`config.mk`:
```
export PLATFORM = sky130hd
export DESIGN_NAME = isotp_uds_response_reassembler_core
export DESIGN_NICKNAME = d
export VERILOG_FILES = /design/src/rtl/itrr_pkg.sv /design/src/rtl/isotp_uds_response_reassembler_core.sv /design/src/rtl/itrr_front.sv /design/src/rtl/itrr_queue.sv /design/src/rtl/itrr_back.sv
export SDC_FILE = /design/constraint.sdc
export NUM_CORES = 1
export LEC_CHECK = 0
export BUFFER_PORTS_ARGS = -buffer_cell sky130_fd_sc_hd__buf_2
export CORE_AREA = 2 2 129 131
export DETAILED_ROUTE_END_ITERATION = 8
export DIE_AREA = 0 0 131 133
export PLACE_DENSITY = 0.76
export SLEW_MARGIN = 25
export SYNTH_ARGS = -nofsm -noshare
export SYNTH_HDL_FRONTEND = slang
export SYNTH_SLANG_ARGS = --single-unit
```
`constraint.sdc`:
```
create_clock -name clk -period 5.98 [get_ports clk]
set_input_delay 0.299 -clock clk [delete_from_list [all_inputs] [get_ports clk]]
set_output_delay 0.299 -clock clk [all_outputs]
set_load 0.1 [all_outputs]
```
`src/rtl/itrr_pkg.sv`:
```
// Shared types and constants for the ISO-TP UDS response reassembler.
// Used by the front, queue, back and top-level modules; no dependencies.
package itrr_pkg;

  // Field widths.
  localparam int unsigned ID_W   = 11;
  localparam int unsigned BYTE_W = 8;
  localparam int unsigned CNT_W  = 3;
  localparam int unsigned SLOTS  = 8;

  // Service identifiers and the single-frame length mask.
  localparam logic [BYTE_W-1:0] SID_POSITIVE = 8'h62;
  localparam logic [BYTE_W-1:0] SID_NEGATIVE = 8'h7F;
  localparam logic [BYTE_W-1:0] LEN_MASK     = 8'h0F;

  // Frame types carried in the high nibble of byte0.
  localparam logic [3:0] FT_SINGLE      = 4'd0;
  localparam logic [3:0] FT_FIRST       = 4'd1;
  localparam logic [3:0] FT_CONSECUTIVE = 4'd2;

  // Result kinds.
  typedef enum logic [1:0] {
    KIND_DATA  = 2'd0,
    KIND_FLOW  = 2'd1,
    KIND_ABORT = 2'd2
  } kind_t;

  // One frame's work for the back end: aligned payload bytes, a count,
  // and an optional trailing flow-control or abort result.
  typedef struct packed {
    logic [SLOTS-1:0][BYTE_W-1:0] data;
    logic [CNT_W-1:0]             count;
    logic                         msg_end;
    logic                         flow_ctl;
    logic                         abort;
  } job_t;

  // Queue geometry between front and back.
  localparam int unsigned Q_DEPTH = 2;
  localparam int unsigned Q_AW    = $clog2(Q_DEPTH);

endpackage

```
`src/rtl/isotp_uds_response_reassembler_core.sv`:
```
// ISO-TP receive reassembler for UDS ReadDataByIdentifier responses.
// Depends on itrr_pkg and the itrr_front, itrr_queue and itrr_back modules.
//
// Each accepted CAN frame yields zero to seven results, one per clock cycle
// while out_ready takes them; the back-end result sequencer is the only unit
// that sets the result rate. The front end classifies a frame in the cycle it
// is accepted and can take a new frame every cycle while the two-entry job
// queue has room; frames that cause no result are accepted but take no
// back-end time. Results pass through the job queue into an output register
// and are held there until taken.
// The expected response identifier is written over the cfg port, which is
// always ready; write it only while the block is idle.
module isotp_uds_response_reassembler_core import itrr_pkg::*; (
  input  logic              clk,
  input  logic              rst_n,
  input  logic              cfg_valid,
  output logic              cfg_ready,
  input  logic [ID_W-1:0]   cfg_data,
  input  logic              in_valid,
  output logic              in_ready,
  input  logic [ID_W-1:0]   in_frame_id,
  input  logic [BYTE_W-1:0] in_byte0,
  input  logic [BYTE_W-1:0] in_byte1,
  input  logic [BYTE_W-1:0] in_byte2,
  input  logic [BYTE_W-1:0] in_byte3,
  input  logic [BYTE_W-1:0] in_byte4,
  input  logic [BYTE_W-1:0] in_byte5,
  input  logic [BYTE_W-1:0] in_byte6,
  input  logic [BYTE_W-1:0] in_byte7,
  output logic              out_valid,
  input  logic              out_ready,
  output logic [1:0]        out_kind,
  output logic [BYTE_W-1:0] out_data_byte,
  output logic              out_message_end,
  output logic              out_run_last
);

  logic [ID_W-1:0] response_id_r;
  logic            q_ready, push, pop, head_valid;
  job_t            push_job, head_job;

  // Response identifier register.
  assign cfg_ready = 1'b1;

  always_ff @(posedge clk) begin
    if (!rst_n) begin
      response_id_r <= '0;
    end else if (cfg_valid) begin
      response_id_r <= cfg_data;
    end
  end

  itrr_front u_front (
    .clk         (clk),
    .rst_n       (rst_n),
    .response_id (response_id_r),
    .in_valid    (in_valid),
    .in_ready    (in_ready),
    .in_frame_id (in_frame_id),
    .in_byte0    (in_byte0),
    .in_byte1    (in_byte1),
    .in_byte2    (in_byte2),
    .in_byte3    (in_byte3),
    .in_byte4    (in_byte4),
    .in_byte5    (in_byte5),
    .in_byte6    (in_byte6),
    .in_byte7    (in_byte7),
    .q_ready     (q_ready),
    .push        (push),
    .job         (push_job)
  );

  itrr_queue u_queue (
    .clk        (clk),
    .rst_n      (rst_n),
    .push       (push),
    .push_job   (push_job),
    .q_ready    (q_ready),
    .pop        (pop),
    .head_valid (head_valid),
    .head_job   (head_job)
  );

  itrr_back u_back (
    .clk             (clk),
    .rst_n           (rst_n),
    .head_valid      (head_valid),
    .head_job        (head_job),
    .pop             (pop),
    .out_valid       (out_valid),
    .out_ready       (out_ready),
    .out_kind        (out_kind),
    .out_data_byte   (out_data_byte),
    .out_message_end (out_message_end),
    .out_run_last    (out_run_last)
  );

endmodule

```
`src/rtl/itrr_front.sv`:
```
// Front end: accepts CAN frames, tracks reassembly state, builds jobs.
// Depends on itrr_pkg; feeds itrr_queue.
module itrr_front import itrr_pkg::*; (
  input  logic              clk,
  input  logic              rst_n,
  input  logic [ID_W-1:0]   response_id,
  input  logic              in_valid,
  output logic              in_ready,
  input  logic [ID_W-1:0]   in_frame_id,
  input  logic [BYTE_W-1:0] in_byte0,
  input  logic [BYTE_W-1:0] in_byte1,
  input  logic [BYTE_W-1:0] in_byte2,
  input  logic [BYTE_W-1:0] in_byte3,
  input  logic [BYTE_W-1:0] in_byte4,
  input  logic [BYTE_W-1:0] in_byte5,
  input  logic [BYTE_W-1:0] in_byte6,
  input  logic [BYTE_W-1:0] in_byte7,
  input  logic              q_ready,
  output logic              push,
  output job_t              job
);

  logic              multi_r, multi_nxt;
  logic [BYTE_W-1:0] rem_r, rem_nxt;

  logic              accept;
  logic              job_some;
  logic [3:0]        ftype;
  logic [BYTE_W-1:0] sf_len;
  logic [CNT_W-1:0]  sf_total, sf_n;
  logic [BYTE_W-1:0] ff_payload, ff_rem;
  logic [CNT_W-1:0]  ff_n;
  logic [CNT_W-1:0]  cf_n;
  logic [BYTE_W-1:0] cf_rem;

  assign in_ready = q_ready;
  assign accept   = in_valid && q_ready;
  assign ftype    = in_byte0[7:4];

  // Counts for each frame type.
  assign sf_len     = in_byte0 & LEN_MASK;
  assign sf_total   = (sf_len > 8'd7) ? 3'd7 : sf_len[CNT_W-1:0];
  assign sf_n       = (sf_total > 3'd3) ? sf_total - 3'd3 : 3'd0;
  assign ff_payload = (in_byte1 > 8'd3) ? in_byte1 - 8'd3 : 8'd0;
  assign ff_n       = (ff_payload < 8'd3) ? ff_payload[CNT_W-1:0] : 3'd3;
  assign ff_rem     = ff_payload - {5'd0, ff_n};
  assign cf_n       = (rem_r < 8'd7) ? rem_r[CNT_W-1:0] : 3'd7;
  assign cf_rem     = rem_r - {5'd0, cf_n};

  // Classify the frame into a job and the next reassembly state.
  always_comb begin
    job       = '0;
    job_some  = 1'b0;
    multi_nxt = multi_r;
    rem_nxt   = rem_r;
    priority if (in_frame_id != response_id) begin
      job.abort = 1'b1;
      job_some  = 1'b1;
      multi_nxt = 1'b0;
      rem_nxt   = '0;
    end else if (ftype == FT_SINGLE) begin
      if (in_byte1 == SID_POSITIVE && in_byte1 != SID_NEGATIVE) begin
        job.data    = {32'd0, in_byte7, in_byte6, in_byte5, in_byte4};
        job.count   = sf_n;
        job.msg_end = 1'b1;
        job_some    = (sf_n != '0);
        multi_nxt   = 1'b0;
        rem_nxt     = '0;
      end
    end else if (ftype == FT_FIRST) begin
      job.data     = {40'd0, in_byte7, in_byte6, in_byte5};
      job.count    = ff_n;
      job.msg_end  = (ff_rem == '0);
      job.flow_ctl = (ff_rem != '0);
      job_some     = (ff_n != '0) || (ff_rem != '0);
      multi_nxt    = (ff_rem != '0);
      rem_nxt      = ff_rem;
    end else if (ftype == FT_CONSECUTIVE) begin
      if (multi_r) begin
        job.data    = {8'd0, in_byte7, in_byte6, in_byte5, in_byte4,
                       in_byte3, in_byte2, in_byte1};
        job.count   = cf_n;
        job.msg_end = (cf_rem == '0);
        job_some    = (cf_n != '0);
        multi_nxt   = (cf_rem != '0);
        rem_nxt     = cf_rem;
      end
    end else begin
      job_some = 1'b0;
    end
  end

  assign push = accept && job_some;

  // Reassembly state advances on every accepted frame.
  always_ff @(posedge clk) begin
    if (!rst_n) begin
      multi_r <= 1'b0;
      rem_r   <= '0;
    end else if (accept) begin
      multi_r <= multi_nxt;
      rem_r   <= rem_nxt;
    end
  end

`ifndef SYNTH
  // Multi-frame mode is on exactly while bytes are still owed.
  a_multi_matches_rem: assert property (@(posedge clk) disable iff (!rst_n)
    multi_r == (rem_r != '0))
    else $error("multi-frame flag disagrees with remaining byte count");
`endif

endmodule

```
`src/rtl/itrr_queue.sv`:
```
// Two-entry job queue decoupling the front end from the back end.
// Depends on itrr_pkg for job_t and the queue geometry.
module itrr_queue import itrr_pkg::*; (
  input  logic clk,
  input  logic rst_n,
  input  logic push,
  input  job_t push_job,
  output logic q_ready,
  input  logic pop,
  output logic head_valid,
  output job_t head_job
);

  job_t            entry_r [Q_DEPTH];
  logic [Q_AW-1:0] wr_ptr_r, rd_ptr_r;
  logic [Q_AW:0]   count_r, count_nxt;
  logic            do_push, do_pop;

  assign q_ready    = (count_r != Q_DEPTH[Q_AW:0]);
  assign head_valid = (count_r != '0);
  assign head_job   = entry_r[rd_ptr_r];
  assign do_push    = push && q_ready;
  assign do_pop     = pop && head_valid;

  always_comb begin
    count_nxt = count_r;
    if (do_push && !do_pop) begin
      count_nxt = count_r + 1'b1;
    end else if (do_pop && !do_push) begin
      count_nxt = count_r - 1'b1;
    end
  end

  // Entry storage.
  always_ff @(posedge clk) begin
    if (do_push) begin
      entry_r[wr_ptr_r] <= push_job;
    end
  end

  // Pointers and fill count.
  always_ff @(posedge clk) begin
    if (!rst_n) begin
      wr_ptr_r <= '0;
      rd_ptr_r <= '0;
      count_r  <= '0;
    end else begin
      if (do_push) begin
        wr_ptr_r <= wr_ptr_r + 1'b1;
      end
      if (do_pop) begin
        rd_ptr_r <= rd_ptr_r + 1'b1;
      end
      count_r <= count_nxt;
    end
  end

`ifndef SYNTH
  // The fill count never passes the depth.
  a_count_bound: assert property (@(posedge clk) disable iff (!rst_n)
    count_r <= Q_DEPTH[Q_AW:0])
    else $error("job queue count exceeds its depth");
`endif

endmodule

```
`src/rtl/itrr_back.sv`:
```
// Back end: walks the head job one result per cycle, unless out_ready stalls,
// into an output register. Depends on itrr_pkg; reads jobs from itrr_queue.
module itrr_back import itrr_pkg::*; (
  input  logic              clk,
  input  logic              rst_n,
  input  logic              head_valid,
  input  job_t              head_job,
  output logic              pop,
  output logic              out_valid,
  input  logic              out_ready,
  output logic [1:0]        out_kind,
  output logic [BYTE_W-1:0] out_data_byte,
  output logic              out_message_end,
  output logic              out_run_last
);

  logic [CNT_W-1:0]  idx_r, idx_nxt;
  logic              out_valid_r, out_valid_nxt;
  kind_t             kind_r;
  logic [BYTE_W-1:0] data_r;
  logic              end_r, last_r;

  logic              advance;
  logic              is_data, last_data, has_tail, is_final;
  kind_t             cur_kind;
  logic [BYTE_W-1:0] cur_data;
  logic              cur_end;

  assign advance   = head_valid && (!out_valid_r || out_ready);
  assign is_data   = idx_r < head_job.count;
  assign last_data = (idx_r == head_job.count - 3'd1);
  assign has_tail  = head_job.flow_ctl || head_job.abort;
  assign is_final  = is_data ? (last_data && !has_tail) : 1'b1;
  assign pop       = advance && is_final;

  // Result for the current position in the head job.
  always_comb begin
    cur_kind = KIND_DATA;
    cur_data = '0;
    cur_end  = 1'b0;
    priority if (is_data) begin
      cur_data = head_job.data[idx_r];
      cur_end  = last_data && head_job.msg_end;
    end else if (head_job.abort) begin
      cur_kind = KIND_ABORT;
    end else begin
      cur_kind = KIND_FLOW;
    end
  end

  // Position and output-valid next values.
  always_comb begin
    idx_nxt       = idx_r;
    out_valid_nxt = out_valid_r;
    if (advance) begin
      idx_nxt       = is_final ? '0 : idx_r + 3'd1;
      out_valid_nxt = 1'b1;
    end else if (out_ready) begin
      out_valid_nxt = 1'b0;
    end
  end

  always_ff @(posedge clk) begin
    if (!rst_n) begin
      idx_r       <= '0;
      out_valid_r <= 1'b0;
    end else begin
      idx_r       <= idx_nxt;
      out_valid_r <= out_valid_nxt;
    end
  end

  // Output payload register, loaded on each transfer into it.
  always_ff @(posedge clk) begin
    if (advance) begin
      kind_r <= cur_kind;
      data_r <= cur_data;
      end_r  <= cur_end;
      last_r <= is_final;
    end
  end

  assign out_valid       = out_valid_r;
  assign out_kind        = kind_r;
  assign out_data_byte   = data_r;
  assign out_message_end = end_r;
  assign out_run_last    = last_r;

`ifndef SYNTH
  // The position never runs past the head job's data bytes.
  a_idx_in_job: assert property (@(posedge clk) disable iff (!rst_n)
    head_valid |-> idx_r <= head_job.count)
    else $error("result position past the end of the job");

  // The end of a message is always a data byte closing its frame.
  a_end_is_last: assert property (@(posedge clk) disable iff (!rst_n)
    (out_valid_r && end_r) |-> (last_r && kind_r == KIND_DATA))
    else $error("message end on a result that does not close its frame");

  // A job is only released on its final result.
  a_pop_final: assert property (@(posedge clk) disable iff (!rst_n)
    pop |=> (out_valid_r && last_r))
    else $error("job released without its final result");
`endif

endmodule
```
==> run_summary.xml, run 1 <==
<?xml version="1.0" encoding="UTF-8"?>
<metrics>
  <group name="cells_and_area">
    <metric name="syn_to_layout_area_delta" unit="%">15.99</metric>
    <metric name="finalNetCount" unit="">891</metric>
    <metric name="antenna_cells_inserted" unit="">0</metric>
    <metric name="fin_area" unit="sq um">9646</metric>
    <metric name="utilization" unit="%">59.64</metric>
    <metric name="post_route_cells_drive_above_1_share" unit="%">23.19</metric>
    <metric name="final-instance-count-excl-fill" unit="">1022</metric>
  </group>
  <group name="worst_setup_path">
    <metric name="worst_r2r_endpoint" unit="">u_queue.count_r[1]</metric>
    <metric name="worstPathBufferInverterCount" unit="">3</metric>
    <metric name="ordered_list_of_cells_on_the_worst_path" unit="">buf_2 &gt; inv_1 &gt; ha_1 &gt; o21ai_0 &gt; a211oi_2 &gt; o21bai_1 &gt; o21ai_0 &gt; ha_1 &gt; nand3b_1 &gt; nor2_1 &gt; a21oi_1 &gt; o31a_1 &gt; nor2b_4 &gt; buf_4</metric>
    <metric name="capture_point_of_the_worst_path" unit="">u_queue.entry_r[0][32]</metric>
    <metric name="crit_slowest_cell" unit="">sky130_fd_sc_hd__nor2b_4</metric>
    <metric name="timing.critical_path.fanout_max" unit="">29</metric>
    <metric name="r2r_slack" unit="ps">2550</metric>
    <metric name="slowest_delay" unit="ps">770</metric>
    <metric name="endpoint_kind" unit="">flop</metric>
    <metric name="r2r.worst_path.cells" unit="">10</metric>
    <metric name="timing.setup.critical_path_class" unit="">in2reg</metric>
    <metric name="type_of_origin_of_the_critical_path" unit="">input pin</metric>
    <metric name="timing.critical_path.depth" unit="">14</metric>
    <metric name="path_delay_family" unit="">compound AO/OA/AOI/OAI gates</metric>
    <metric name="cp_data_required_time" unit="ps">6080</metric>
    <metric name="cp.arrival" unit="ps">4270</metric>
    <metric name="beginning_of_the_critical_path" unit="">in_byte1[0]</metric>
  </group>
  <group name="global_route">
    <metric name="grt_start_max_net_pins" unit="">40</metric>
    <metric name="grt_overflow" unit="">0</metric>
    <metric name="gr-usage-all-layers" unit="%">24.75</metric>
    <metric name="grt_pass1_vias" unit="">6095</metric>
    <metric name="grt_first_pass_wirelength" unit="microns">32650</metric>
    <metric name="grt_antenna_before_repair" unit="">0</metric>
  </group>
  <group name="pwr">
    <metric name="ir_drop" unit="mV">0.3208</metric>
    <metric name="comb_power_share" unit="%">31.6</metric>
    <metric name="clock_power_share" unit="%">28.2</metric>
    <metric name="power.internal" unit="uW">2502</metric>
    <metric name="power.switching" unit="uW">1401</metric>
    <metric name="sw_frac_of_total" unit="%">35.89</metric>
    <metric name="sequentialPowerShare" unit="%">40.2</metric>
    <metric name="static-leakage-power" unit="uW">0.003477</metric>
    <metric name="pwr_density_cell" unit="nW/um^2">404.6</metric>
  </group>
  <group name="placed_design">
    <metric name="placedCellCount" unit="">990</metric>
    <metric name="placed_area" unit="sq um">9041</metric>
    <metric name="detailedPlacementHpwl" unit="microns">14600</metric>
    <metric name="gp_routability_congestion" unit="">0.9070</metric>
    <metric name="port-buffer-count" unit="">104</metric>
  </group>
  <group name="logic_synthesis">
    <metric name="postSynth.topFlopCell" unit="">sky130_fd_sc_hd__edfxtp_1</metric>
    <metric name="syn-instance-count" unit="">695</metric>
    <metric name="top_area_cell_type_share_of_the_netlist_area" unit="%">49.11</metric>
    <metric name="synthesis.area" unit="sq um">8315</metric>
    <metric name="synthTopCellsByCount" unit="">sky130_fd_sc_hd__edfxtp_1, sky130_fd_sc_hd__nor2_1, sky130_fd_sc_hd__a21oi_1</metric>
    <metric name="synth_largest_area_cell" unit="">sky130_fd_sc_hd__edfxtp_1</metric>
    <metric name="synth-edff-count" unit="">136</metric>
    <metric name="postSynthNetCount" unit="">797</metric>
    <metric name="yosys.cell_types.count" unit="">65</metric>
    <metric name="async_reset_ff_share" unit="%">0</metric>
    <metric name="synth_most_common_cell" unit="">sky130_fd_sc_hd__edfxtp_1</metric>
    <metric name="synth.area.top_cells" unit="">sky130_fd_sc_hd__edfxtp_1, sky130_fd_sc_hd__dfxtp_1, sky130_fd_sc_hd__mux4_2</metric>
    <metric name="synth.yosys.seq_area_share" unit="%">56.09</metric>
    <metric name="avgSynthCellArea" unit="sq um">11.96</metric>
    <metric name="synthesis_warnings" unit="">0</metric>
    <metric name="ys_ff_latch" unit="">165</metric>
  </group>
  <group name="timing">
    <metric name="hold_violations" unit="">0</metric>
    <metric name="max_clock_freq" unit="MHz">240.2</metric>
    <metric name="tightest_slew" unit="ps">899.4</metric>
    <metric name="setup-violations-final" unit="">0</metric>
    <metric name="final_min_period_over_clock_period" unit="%">69.61</metric>
    <metric name="finalCriticalPeriod" unit="ps">4163</metric>
    <metric name="worst_slew_margin_rel" unit="%">40.04</metric>
    <metric name="fin_worst_skew" unit="ps">9.086</metric>
    <metric name="setup_repair_after_global_routing_missed_its_margin" unit="">false</metric>
    <metric name="setup-tns-final" unit="ps">0</metric>
    <metric name="fin_worst_hold_slack" unit="ps">138.5</metric>
    <metric name="finalMaxSlewViolations" unit="">0</metric>
  </group>
  <group name="detailed_routing">
    <metric name="routed_wirelength" unit="microns">20830</metric>
    <metric name="route.vias.total" unit="">6225</metric>
    <metric name="drt.antenna.violating_nets" unit="">0</metric>
    <metric name="detail_route.drc_violations" unit="">0</metric>
    <metric name="first_pass_iters" unit="">7</metric>
    <metric name="avgViaCountPerCell" unit="">6.091</metric>
    <metric name="drt_iter0_markers" unit="">673</metric>
    <metric name="post_drt_wl_per_cell" unit="microns">20.38</metric>
  </group>
  <group name="clocking">
    <metric name="tritoncts.num_buffers" unit="">17</metric>
    <metric name="clock-root-buffer" unit="">sky130_fd_sc_hd__clkbuf_16</metric>
    <metric name="post_cts_resized" unit="">0</metric>
    <metric name="cts-root-to-sink-buffers" unit="">2</metric>
    <metric name="cts_tree" unit="">yes</metric>
    <metric name="cts-htree-levels" unit="">4</metric>
    <metric name="ctsHoldBuffers" unit="">0</metric>
    <metric name="worst_skew_pair.late_latency" unit="ps">430</metric>
    <metric name="clkSlewWorstSetupHoldPaths" unit="ps">60</metric>
    <metric name="cts_setup_buffers" unit="">0</metric>
    <metric name="clock_sink_count" unit="">165</metric>
  </group>
  <group name="floorplan">
    <metric name="boundaryPins" unit="">106</metric>
    <metric name="area_of_the_die" unit="sq um">17420</metric>
    <metric name="die_width" unit="microns">131</metric>
    <metric name="start_util" unit="%">51.42</metric>
    <metric name="floorplan.die.height" unit="microns">133</metric>
    <metric name="rows" unit="">47</metric>
    <metric name="core-area" unit="sq um">16170</metric>
  </group>
  <group name="outcome">
    <metric name="outcome" unit="">complete, no violations</metric>
  </group>
  <group name="run">
    <metric name="drv_cap" unit="">0</metric>
  </group>
  <group name="hold_path">
    <metric name="min_path_type" unit="">in2reg</metric>
  </group>
</metrics>
[area by class of cell]
class	count	area [sq um]
clock buffer	17	425.4
timing repair buffer	115	603.1
clock inverter	15	172.7
inverter	27	101.3
sequential	165	4667
fill	1295	6526
multi-input combinational	463	3401
tap	220	275.3
[cells by family (layout without fill, tap and decap cells)]
group / count (synthesis) / in the layout / share of synthesized area [%]
and+or+nand+nor: 209 / 209 / 12.82
xor gates and xnor gates: 23 / 23 / 2.422
AOI/OAI and AO/OA: 158 / 158 / 12.77
DFF: 165 / 165 / 56.09
adders and majority gates: 11 / 11 / 1.655
buffers and inverters: 67 / 174 / 3.235
muxes: 61 / 61 / 10.95
other: 1 / 1 / 0.04510
[power groups by stage]
stage / Combinational, uW / Clock (uW) / Sequential [uW]
6_report: 1230 / 1100 / 1570
4_1_cts: 1240 / 1110 / 1570
3_5_place_dp: 1230 / 0 / 1590
5_1_grt: 1320 / 1150 / 1580
3_3_place_gp: 1200 / 0 / 1580
2_1_floorplan: 638 / 0 / 1900
[worst register-to-register path: stages, from the launching register on]
cell and delay [ps]:
sky130_fd_sc_hd__dfxtp_2 310, sky130_fd_sc_hd__buf_4 570, sky130_fd_sc_hd__mux2i_1 350, sky130_fd_sc_hd__ha_1 210, sky130_fd_sc_hd__xor2_1 190, sky130_fd_sc_hd__xnor2_1 110, sky130_fd_sc_hd__o311ai_0 430, sky130_fd_sc_hd__nand2_1 210
sky130_fd_sc_hd__ha_1 370, sky130_fd_sc_hd__or3_1 390, sky130_fd_sc_hd__a21boi_0 200
[placed cells by master, fill, tap and decap left out, types with 6 or more instances in the layout]
cell | synthesis | final
sky130_fd_sc_hd__mux2i_1 | 37 | 37
sky130_fd_sc_hd__ha_1 | 11 | 11
sky130_fd_sc_hd__nor2_1 | 62 | 62
sky130_fd_sc_hd__buf_2 | 8 | 104
sky130_fd_sc_hd__clkbuf_16 | 0 | 17
sky130_fd_sc_hd__inv_1 | 26 | 26
sky130_fd_sc_hd__a21oi_1 | 40 | 40
sky130_fd_sc_hd__a22o_1 | 8 | 8
sky130_fd_sc_hd__nor3_1 | 26 | 24
sky130_fd_sc_hd__mux4_2 | 24 | 24
sky130_fd_sc_hd__nor2b_1 | 16 | 15
sky130_fd_sc_hd__dfxtp_1 | 29 | 27
sky130_fd_sc_hd__a31oi_1 | 6 | 6
sky130_fd_sc_hd__xnor2_1 | 6 | 6
sky130_fd_sc_hd__o21ai_0 | 30 | 30
sky130_fd_sc_hd__and2_1 | 25 | 24
sky130_fd_sc_hd__nand3_1 | 6 | 6
sky130_fd_sc_hd__buf_4 | 2 | 11
sky130_fd_sc_hd__o22ai_1 | 8 | 8
sky130_fd_sc_hd__xor2_1 | 17 | 17
sky130_fd_sc_hd__a221oi_1 | 10 | 10
sky130_fd_sc_hd__a211oi_1 | 11 | 11
sky130_fd_sc_hd__edfxtp_1 | 136 | 136
sky130_fd_sc_hd__a21o_1 | 6 | 6
sky130_fd_sc_hd__nand2_1 | 36 | 36
[registers in the layout (all words and copies together), names as in the netlist, named ones only]
register / flops
u_queue.entry_r: 124
response_id_r: 11
u_back.out_data_byte: 8
u_front.rem_r: 8
u_back.idx_r: 3
u_back.out_kind: 2
u_queue.count_r: 2
u_back.out_message_end: 1
u_back.out_run_last: 1
u_back.out_valid: 1
u_front.multi_r: 1
u_queue.rd_ptr_r: 1
u_queue.wr_ptr_r: 1
[routing by layer]
layer	part of all wire (%)	vias to the layer above	track usage, %
met2	48	342	38.00
met1	40	3014	34.21
met3	8.8	43	6.146
met4	2.8	0	9.220
met5	0	-	0
li1	-	2826	-
[worst min-delay path by stage]
stage	from	endpoint	cells past startpoint
after CTS	cfg_data[10]	response_id_r[10]	3
after global routing	cfg_data[8]	response_id_r[8]	3
final	cfg_data[10]	response_id_r[10]	3
after floorplan	u_queue.wr_ptr_r	u_queue.wr_ptr_r	2
after global placement	u_front.multi_r	u_front.multi_r	2
after detailed placement	u_front.multi_r	u_front.multi_r	2
[stage by stage]
step	setup WS [ps]	total power [uW]
floorplan	100.1	2536
global placement	1620	2779
detailed placement	1464	2823
CTS	1894	3916
global route	1482	4057
finish	1817	3902
No activity file was read; power rests on OpenSTA's default activity.
==> run 2: changes to the inputs <==
Settings changed: CORE_AREA 2 2 129 131 to 2 2 123 125, DIE_AREA 0 0 131 133 to 0 0 125 127, PLACE_DENSITY 0.76 to 0.79.
Clock period 5.98 ns to 4.3 ns, I/O delays scaled along.
==> run 2 against run 1 <==
  * Register-to-register slack worse by 1600 ps
  * Global-route usage increased by 2.0 points
  * Hold slack got worse by 94 ps
  * Total power is 40% higher
  * Sequential share of layout area shrank 0.051 points
  * Sequential power is 39% higher
  * Via count is 0.37% lower
  * Routed wire length shrank 0.65%
  * Critical endpoint is now u_queue.entry_r[0][43]
  * Largest cell class unchanged
  * Highest routed layer unchanged
==> run_summary.xml, run 2 (synthesis results as in run 1) <==
<?xml version="1.0" encoding="UTF-8"?>
<metrics>
  <group name="outcome">
    <metric name="outcome" unit="">complete, no violations</metric>
  </group>
  <group name="floorplan">
    <metric name="floorplan.die.height" unit="microns">127</metric>
    <metric name="rows" unit="">44</metric>
    <metric name="area_of_the_die" unit="sq um">15880</metric>
    <metric name="core-area" unit="sq um">14420</metric>
    <metric name="boundaryPins" unit="">106</metric>
    <metric name="start_util" unit="%">57.65</metric>
    <metric name="die_width" unit="microns">125</metric>
  </group>
  <group name="detailed_routing">
    <metric name="detail_route.drc_violations" unit="">0</metric>
    <metric name="drt.antenna.violating_nets" unit="">0</metric>
    <metric name="routed_wirelength" unit="microns">20690</metric>
    <metric name="avgViaCountPerCell" unit="">6.271</metric>
    <metric name="drt_iter0_markers" unit="">781</metric>
    <metric name="met2_length" unit="microns">9814</metric>
    <metric name="post_drt_wl_per_cell" unit="microns">20.92</metric>
    <metric name="met3_wirelength" unit="microns">1807</metric>
    <metric name="max_used_layer" unit="">met4</metric>
    <metric name="met1Wirelength" unit="microns">8393</metric>
    <metric name="route.vias.total" unit="">6202</metric>
    <metric name="first_pass_iters" unit="">5</metric>
  </group>
  <group name="clocking">
    <metric name="tritoncts.num_buffers" unit="">17</metric>
    <metric name="cts-htree-levels" unit="">4</metric>
    <metric name="cts_setup_buffers" unit="">0</metric>
    <metric name="clock_sink_count" unit="">165</metric>
    <metric name="clock-root-buffer" unit="">sky130_fd_sc_hd__clkbuf_16</metric>
    <metric name="worst_skew_pair.late_latency" unit="ps">430</metric>
    <metric name="post_cts_resized" unit="">0</metric>
    <metric name="clkSlewWorstSetupHoldPaths" unit="ps">60</metric>
    <metric name="cts-root-to-sink-buffers" unit="">2</metric>
    <metric name="cts_tree" unit="">yes</metric>
    <metric name="ctsHoldBuffers" unit="">0</metric>
  </group>
  <group name="worst_setup_path">
    <metric name="endpoint_kind" unit="">flop</metric>
    <metric name="cp_data_required_time" unit="ps">4420</metric>
    <metric name="timing.setup.critical_path_class" unit="">in2reg</metric>
    <metric name="cp.arrival" unit="ps">3720</metric>
    <metric name="timing.critical_path.fanout_max" unit="">16</metric>
    <metric name="type_of_origin_of_the_critical_path" unit="">input pin</metric>
  </group>
  <group name="pwr">
    <metric name="ir_drop" unit="mV">0.3721</metric>
    <metric name="static-leakage-power" unit="uW">0.003500</metric>
    <metric name="pwr_density_cell" unit="nW/um^2">566.5</metric>
  </group>
  <group name="timing">
    <metric name="finalCriticalPeriod" unit="ps">3609</metric>
    <metric name="setup_repair_after_global_routing_missed_its_margin" unit="">false</metric>
    <metric name="finalMaxSlewViolations" unit="">0</metric>
    <metric name="worst_slew_margin_rel" unit="%">40.57</metric>
    <metric name="setup-tns-final" unit="ps">0</metric>
    <metric name="setup-violations-final" unit="">0</metric>
    <metric name="final_min_period_over_clock_period" unit="%">83.94</metric>
    <metric name="fin_ws" unit="ps">690.7</metric>
    <metric name="tightest_slew" unit="ps">891.4</metric>
    <metric name="hold_violations" unit="">0</metric>
    <metric name="max_clock_freq" unit="MHz">277.1</metric>
    <metric name="fin_worst_skew" unit="ps">8.766</metric>
  </group>
  <group name="cells_and_area">
    <metric name="syn_to_layout_area_delta" unit="%">16.08</metric>
    <metric name="post_route_cells_drive_above_1_share" unit="%">23.11</metric>
    <metric name="mostFrequentLayoutCell" unit="">sky130_fd_sc_hd__edfxtp_1</metric>
    <metric name="finalNetCount" unit="">894</metric>
    <metric name="antenna_cells_inserted" unit="">0</metric>
    <metric name="utilization" unit="%">66.92</metric>
    <metric name="most-common-layout-cells" unit="">sky130_fd_sc_hd__edfxtp_1, sky130_fd_sc_hd__buf_2, sky130_fd_sc_hd__nor2_1</metric>
    <metric name="biggestRegsByFlops" unit="">u_queue.entry_r x124, response_id_r x11</metric>
    <metric name="largest_reg_flops" unit="">124</metric>
    <metric name="count_of_fill_cells_added_during_filler_insertion" unit="">1067</metric>
    <metric name="largest_register" unit="">u_queue.entry_r</metric>
  </group>
  <group name="placed_design">
    <metric name="port-buffer-count" unit="">104</metric>
    <metric name="detailedPlacementHpwl" unit="microns">14680</metric>
    <metric name="gp_routability_congestion" unit="">0.9066</metric>
    <metric name="dpl_worst_slack" unit="ps">321.1</metric>
  </group>
  <group name="global_route">
    <metric name="grt_antenna_before_repair" unit="">0</metric>
    <metric name="grt_overflow" unit="">0</metric>
    <metric name="grt_start_max_net_pins" unit="">48</metric>
    <metric name="gr-usage-all-layers" unit="%">26.76</metric>
    <metric name="grt_pass1_vias" unit="">6180</metric>
    <metric name="grt_first_pass_wirelength" unit="microns">32840</metric>
  </group>
  <group name="run">
    <metric name="drv_cap" unit="">0</metric>
  </group>
  <group name="hold_path">
    <metric name="min_path_type" unit="">in2reg</metric>
  </group>
</metrics>
run 2: cell count changes in the layout (fill, tap and decap cells not counted), sizes merged:
cell	previous run	this run
bufinv	2	3
inv	32	30
clkbuf	17	19
clkinvlp	4	3
buf	115	118
run 2: path summary, 6_finish.rpt:
kind	start	endpoint	slack [ps]	depth (start not counted)
hold / removal	cfg_data[9]	response_id_r[9]	40	3
setup reg to reg	flop	u_queue.count_r[1]	910	9
hold reg to reg	u_front.multi_r	u_front.multi_r	500	2
setup / recovery	in_byte1[0]	u_queue.entry_r[0][43]	690	14
run 2: area by class of cell:
cell class / instances / area (sq um) / area share, %
clock buffers: 19 / 432.9 / 4.485
clock inverters: 13 / 171.4 / 1.776
inverters: 27 / 101.3 / 1.050
multi-input cells: 463 / 3401 / 35.23
flip-flops and latches: 165 / 4666 / 48.33
well taps: 184 / 230.2 / 2.385
repair buffers: 118 / 650.6 / 6.740
run 2: through the flow:
stage          instance area, sq um  instances  hold WS [ps]  total power (uW)
3_5_place_dp                   9049        957         484.9              3933
6_report                       9653        989         44.33              5468
2_1_floorplan                  8324        695         384.5              3517
3_3_place_gp                   9039        957         472.9              3872
5_1_grt                        9653        989         48.04              5679
4_1_cts                        9653        989         34.84              5486
run 2: per-layer routing:
layer,track usage [%],vias up
li1,-,2832
met1,35.96,2984
met2,42.46,330
met3,6.616,56
met4,10.78,0
met5,0,-
run 2: worst max-delay path, cell delays in order:
cell and delay [ps]:
sky130_fd_sc_hd__buf_2 250, sky130_fd_sc_hd__inv_1 80, sky130_fd_sc_hd__ha_1 360, sky130_fd_sc_hd__o21ai_0 510, sky130_fd_sc_hd__a211oi_2 90, sky130_fd_sc_hd__o21bai_1 380
sky130_fd_sc_hd__o21ai_0 170, sky130_fd_sc_hd__ha_1 310, sky130_fd_sc_hd__nand3b_1 110, sky130_fd_sc_hd__nor2_1 40, sky130_fd_sc_hd__a21oi_1 240, sky130_fd_sc_hd__o31a_1 290
sky130_fd_sc_hd__nor2b_4 350, sky130_fd_sc_hd__buf_4 320
run 2: where the power goes:
group          internal [uW]  switching (uW)  total, uW  leakage, uW
clock network            922             637       1560     0.000284
logic                    549            1170       1720      0.00167
registers               2070             114       2190      0.00155
total                   3540            1930       5470      0.00350
==> run 3: changes to the inputs <==
Clock period 4.3 ns to 3.63 ns, I/O delays scaled along.
==> run 3 against run 2 <==
  * Count of clock-buffer cells in the layout is 2 lower
  * Via count increased by 2.9%
  * Register-to-register slack got worse by 200 ps
  * Core utilization up 0.92 points
  * Routed wire length up 1.9%
  * Global-route usage is 0.47 points higher
  * Combinational power is 22% higher
  * Sequential power rose by 17%
  * Hold slack worse by 34 ps
  * Clock power increased by 17%
  * Clock skew barely moved
  * Largest power group unchanged
==> run_summary.xml, run 3 (synthesis results as in run 1) <==
<?xml version="1.0" encoding="UTF-8"?>
<metrics>
  <group name="clocking">
    <metric name="cts-htree-levels" unit="">4</metric>
    <metric name="ctsHoldBuffers" unit="">0</metric>
    <metric name="clock_sink_count" unit="">165</metric>
    <metric name="tritoncts.num_buffers" unit="">17</metric>
    <metric name="clkSlewWorstSetupHoldPaths" unit="ps">60</metric>
    <metric name="cts-root-to-sink-buffers" unit="">2</metric>
    <metric name="post_cts_resized" unit="">0</metric>
    <metric name="cts_setup_buffers" unit="">0</metric>
    <metric name="clock-root-buffer" unit="">sky130_fd_sc_hd__clkbuf_16</metric>
    <metric name="cts_tree" unit="">yes</metric>
    <metric name="worst_skew_pair.late_latency" unit="ps">430</metric>
  </group>
  <group name="worst_setup_path">
    <metric name="timing.critical_path.fanout_max" unit="">25</metric>
    <metric name="worst_r2r_endpoint" unit="">u_queue.count_r[1]</metric>
    <metric name="cp_data_required_time" unit="ps">3760</metric>
    <metric name="r2r.worst_path.cells" unit="">9</metric>
    <metric name="capture_point_of_the_worst_path" unit="">u_queue.entry_r[0][41]</metric>
    <metric name="beginning_of_the_critical_path" unit="">in_byte1[1]</metric>
    <metric name="r2r_slack" unit="ps">710</metric>
    <metric name="type_of_origin_of_the_critical_path" unit="">input pin</metric>
    <metric name="cp.arrival" unit="ps">3390</metric>
    <metric name="ordered_list_of_cells_on_the_worst_path" unit="">buf_2 &gt; ha_1 &gt; buf_4 &gt; o21bai_1 &gt; a221o_1 &gt; a211oi_2 &gt; o21bai_1 &gt; o21ai_0 &gt; ha_1 &gt; nand3b_1 &gt; nor2_1 &gt; a21oi_1 &gt; o31a_1 &gt; nor2b_4 &gt; buf_4</metric>
    <metric name="timing.setup.critical_path_class" unit="">in2reg</metric>
    <metric name="crit_slowest_cell" unit="">sky130_fd_sc_hd__nor2b_4</metric>
    <metric name="slowest_delay" unit="ps">730</metric>
    <metric name="endpoint_kind" unit="">flop</metric>
  </group>
  <group name="cells_and_area">
    <metric name="most-common-layout-cells" unit="">sky130_fd_sc_hd__edfxtp_1, sky130_fd_sc_hd__buf_2, sky130_fd_sc_hd__nor2_1</metric>
    <metric name="antenna_cells_inserted" unit="">0</metric>
    <metric name="multiInputGateArea" unit="sq um">3400</metric>
    <metric name="post_route_cells_drive_above_1_share" unit="%">24.51</metric>
    <metric name="utilization" unit="%">67.84</metric>
    <metric name="largest_reg_flops" unit="">124</metric>
    <metric name="count_of_fill_cells_added_during_filler_insertion" unit="">1053</metric>
    <metric name="finalNetCount" unit="">909</metric>
    <metric name="fin_area" unit="sq um">9786</metric>
    <metric name="largest_register" unit="">u_queue.entry_r</metric>
    <metric name="regArea" unit="sq um">4666</metric>
    <metric name="mostFrequentLayoutCell" unit="">sky130_fd_sc_hd__edfxtp_1</metric>
    <metric name="syn_to_layout_area_delta" unit="%">17.68</metric>
    <metric name="final-instance-count-excl-fill" unit="">1004</metric>
    <metric name="biggestRegsByFlops" unit="">u_queue.entry_r x124, response_id_r x11</metric>
  </group>
  <group name="timing">
    <metric name="worst_slew_margin_rel" unit="%">36.11</metric>
    <metric name="finalMaxSlewViolations" unit="">0</metric>
    <metric name="tightest_slew" unit="ps">954.8</metric>
    <metric name="setup_repair_after_global_routing_missed_its_margin" unit="">false</metric>
    <metric name="fin_worst_hold_slack" unit="ps">10.24</metric>
    <metric name="final_min_period_over_clock_period" unit="%">89.74</metric>
    <metric name="hold_violations" unit="">0</metric>
    <metric name="max_clock_freq" unit="MHz">307.0</metric>
    <metric name="setup-tns-final" unit="ps">0</metric>
    <metric name="setup-violations-final" unit="">0</metric>
    <metric name="finalCriticalPeriod" unit="ps">3258</metric>
    <metric name="fin_worst_skew" unit="ps">8.527</metric>
  </group>
  <group name="floorplan">
    <metric name="start_util" unit="%">57.65</metric>
    <metric name="core-area" unit="sq um">14420</metric>
    <metric name="rows" unit="">44</metric>
    <metric name="die_width" unit="microns">125</metric>
    <metric name="boundaryPins" unit="">106</metric>
    <metric name="floorplan.die.height" unit="microns">127</metric>
    <metric name="area_of_the_die" unit="sq um">15880</metric>
  </group>
  <group name="placed_design">
    <metric name="detailedPlacementHpwl" unit="microns">14900</metric>
    <metric name="port-buffer-count" unit="">104</metric>
    <metric name="gp_routability_congestion" unit="">0.8770</metric>
    <metric name="placed_area" unit="sq um">9185</metric>
    <metric name="placedCellCount" unit="">972</metric>
  </group>
  <group name="pwr">
    <metric name="ir_drop" unit="mV">0.4232</metric>
    <metric name="pwr_density_cell" unit="nW/um^2">663.1</metric>
    <metric name="static-leakage-power" unit="uW">0.003586</metric>
  </group>
  <group name="hold_path">
    <metric name="min_path_type" unit="">in2reg</metric>
  </group>
  <group name="global_route">
    <metric name="grt_overflow" unit="">0</metric>
    <metric name="grt_first_pass_wirelength" unit="microns">33360</metric>
    <metric name="grt_start_max_net_pins" unit="">33</metric>
    <metric name="grt_pass1_vias" unit="">6230</metric>
    <metric name="grt_antenna_before_repair" unit="">0</metric>
    <metric name="gr-usage-all-layers" unit="%">27.24</metric>
  </group>
  <group name="detailed_routing">
    <metric name="drt_iter0_markers" unit="">652</metric>
    <metric name="route.vias.total" unit="">6382</metric>
    <metric name="avgViaCountPerCell" unit="">6.357</metric>
    <metric name="first_pass_iters" unit="">5</metric>
    <metric name="detail_route.drc_violations" unit="">0</metric>
    <metric name="routed_wirelength" unit="microns">21090</metric>
    <metric name="drt.antenna.violating_nets" unit="">0</metric>
    <metric name="post_drt_wl_per_cell" unit="microns">21.00</metric>
  </group>
  <group name="outcome">
    <metric name="outcome" unit="">complete, no violations</metric>
  </group>
  <group name="run">
    <metric name="drv_cap" unit="">0</metric>
  </group>
</metrics>
## run 3: cell count changes in the layout (fill, tap and decap cells not counted)
cell and change:
sky130_fd_sc_hd__clkinv_1 +2, sky130_fd_sc_hd__inv_8 +1, sky130_fd_sc_hd__nor3_1 +1, sky130_fd_sc_hd__clkinv_4 -1
sky130_fd_sc_hd__clkinv_2 +2, sky130_fd_sc_hd__inv_6 -1, sky130_fd_sc_hd__o21ai_0 -1, sky130_fd_sc_hd__nor3_2 -1
sky130_fd_sc_hd__clkinvlp_4 -1, sky130_fd_sc_hd__buf_4 +13, sky130_fd_sc_hd__buf_12 +2, sky130_fd_sc_hd__o21ai_2 +1
sky130_fd_sc_hd__clkbuf_1 -2
## run 3: area by class of cell
class / count / area share, %
clock buffer: 17 / 4.347
clock inverter: 15 / 1.790
inverter: 27 / 1.036
multi-input combinational: 463 / 34.74
sequential: 165 / 47.68
tap: 184 / 2.353
timing repair buffer: 133 / 8.055
## run 3: stage by stage
| step | power, uW | setup WS [ps] |
|---|---|---|
| floorplan | 4168 | 7.575 |
| global placement | 4626 | 90.04 |
| detailed placement | 4686 | -5.757 |
| CTS | 6509 | 379.4 |
| global route | 6754 | 8.410 |
| finish | 6489 | 372.4 |
## run 3: how the worst min path moves through the flow
stage | start | to | slack, ps | depth (start not counted)
floorplan | cfg_data[0] | response_id_r[0] | 350 | 2
global placement | cfg_data[7] | response_id_r[7] | 440 | 3
detailed placement | cfg_data[7] | response_id_r[7] | 460 | 3
CTS | cfg_data[0] | response_id_r[0] | 6 | 3
global route | cfg_data[9] | response_id_r[9] | 30 | 3
finish | cfg_data[0] | response_id_r[0] | 10 | 3
## run 3: worst max-delay path, delay by kind of cell
family / cells / cell delay [ps]
adders and majority gates: 2 / 460
buffers and inverters: 3 / 660
AOI/OAI and AO/OA: 7 / 1210
and+or+nand+nor: 3 / 860
## run 3: power by group
group | switching, uW | leakage, uW | internal (uW)
Sequential | 114 | 0.00155 | 2450
Combinational | 1410 | 0.00175 | 677
Clock | 750 | 0.000290 | 1080
## run 3: layer usage
layer  track usage (%)  wire length [microns]
met1             36.86                   8407
met5                 0                      0
met2             43.83                  10060
met4             8.758                    578
met3             6.951                   2040
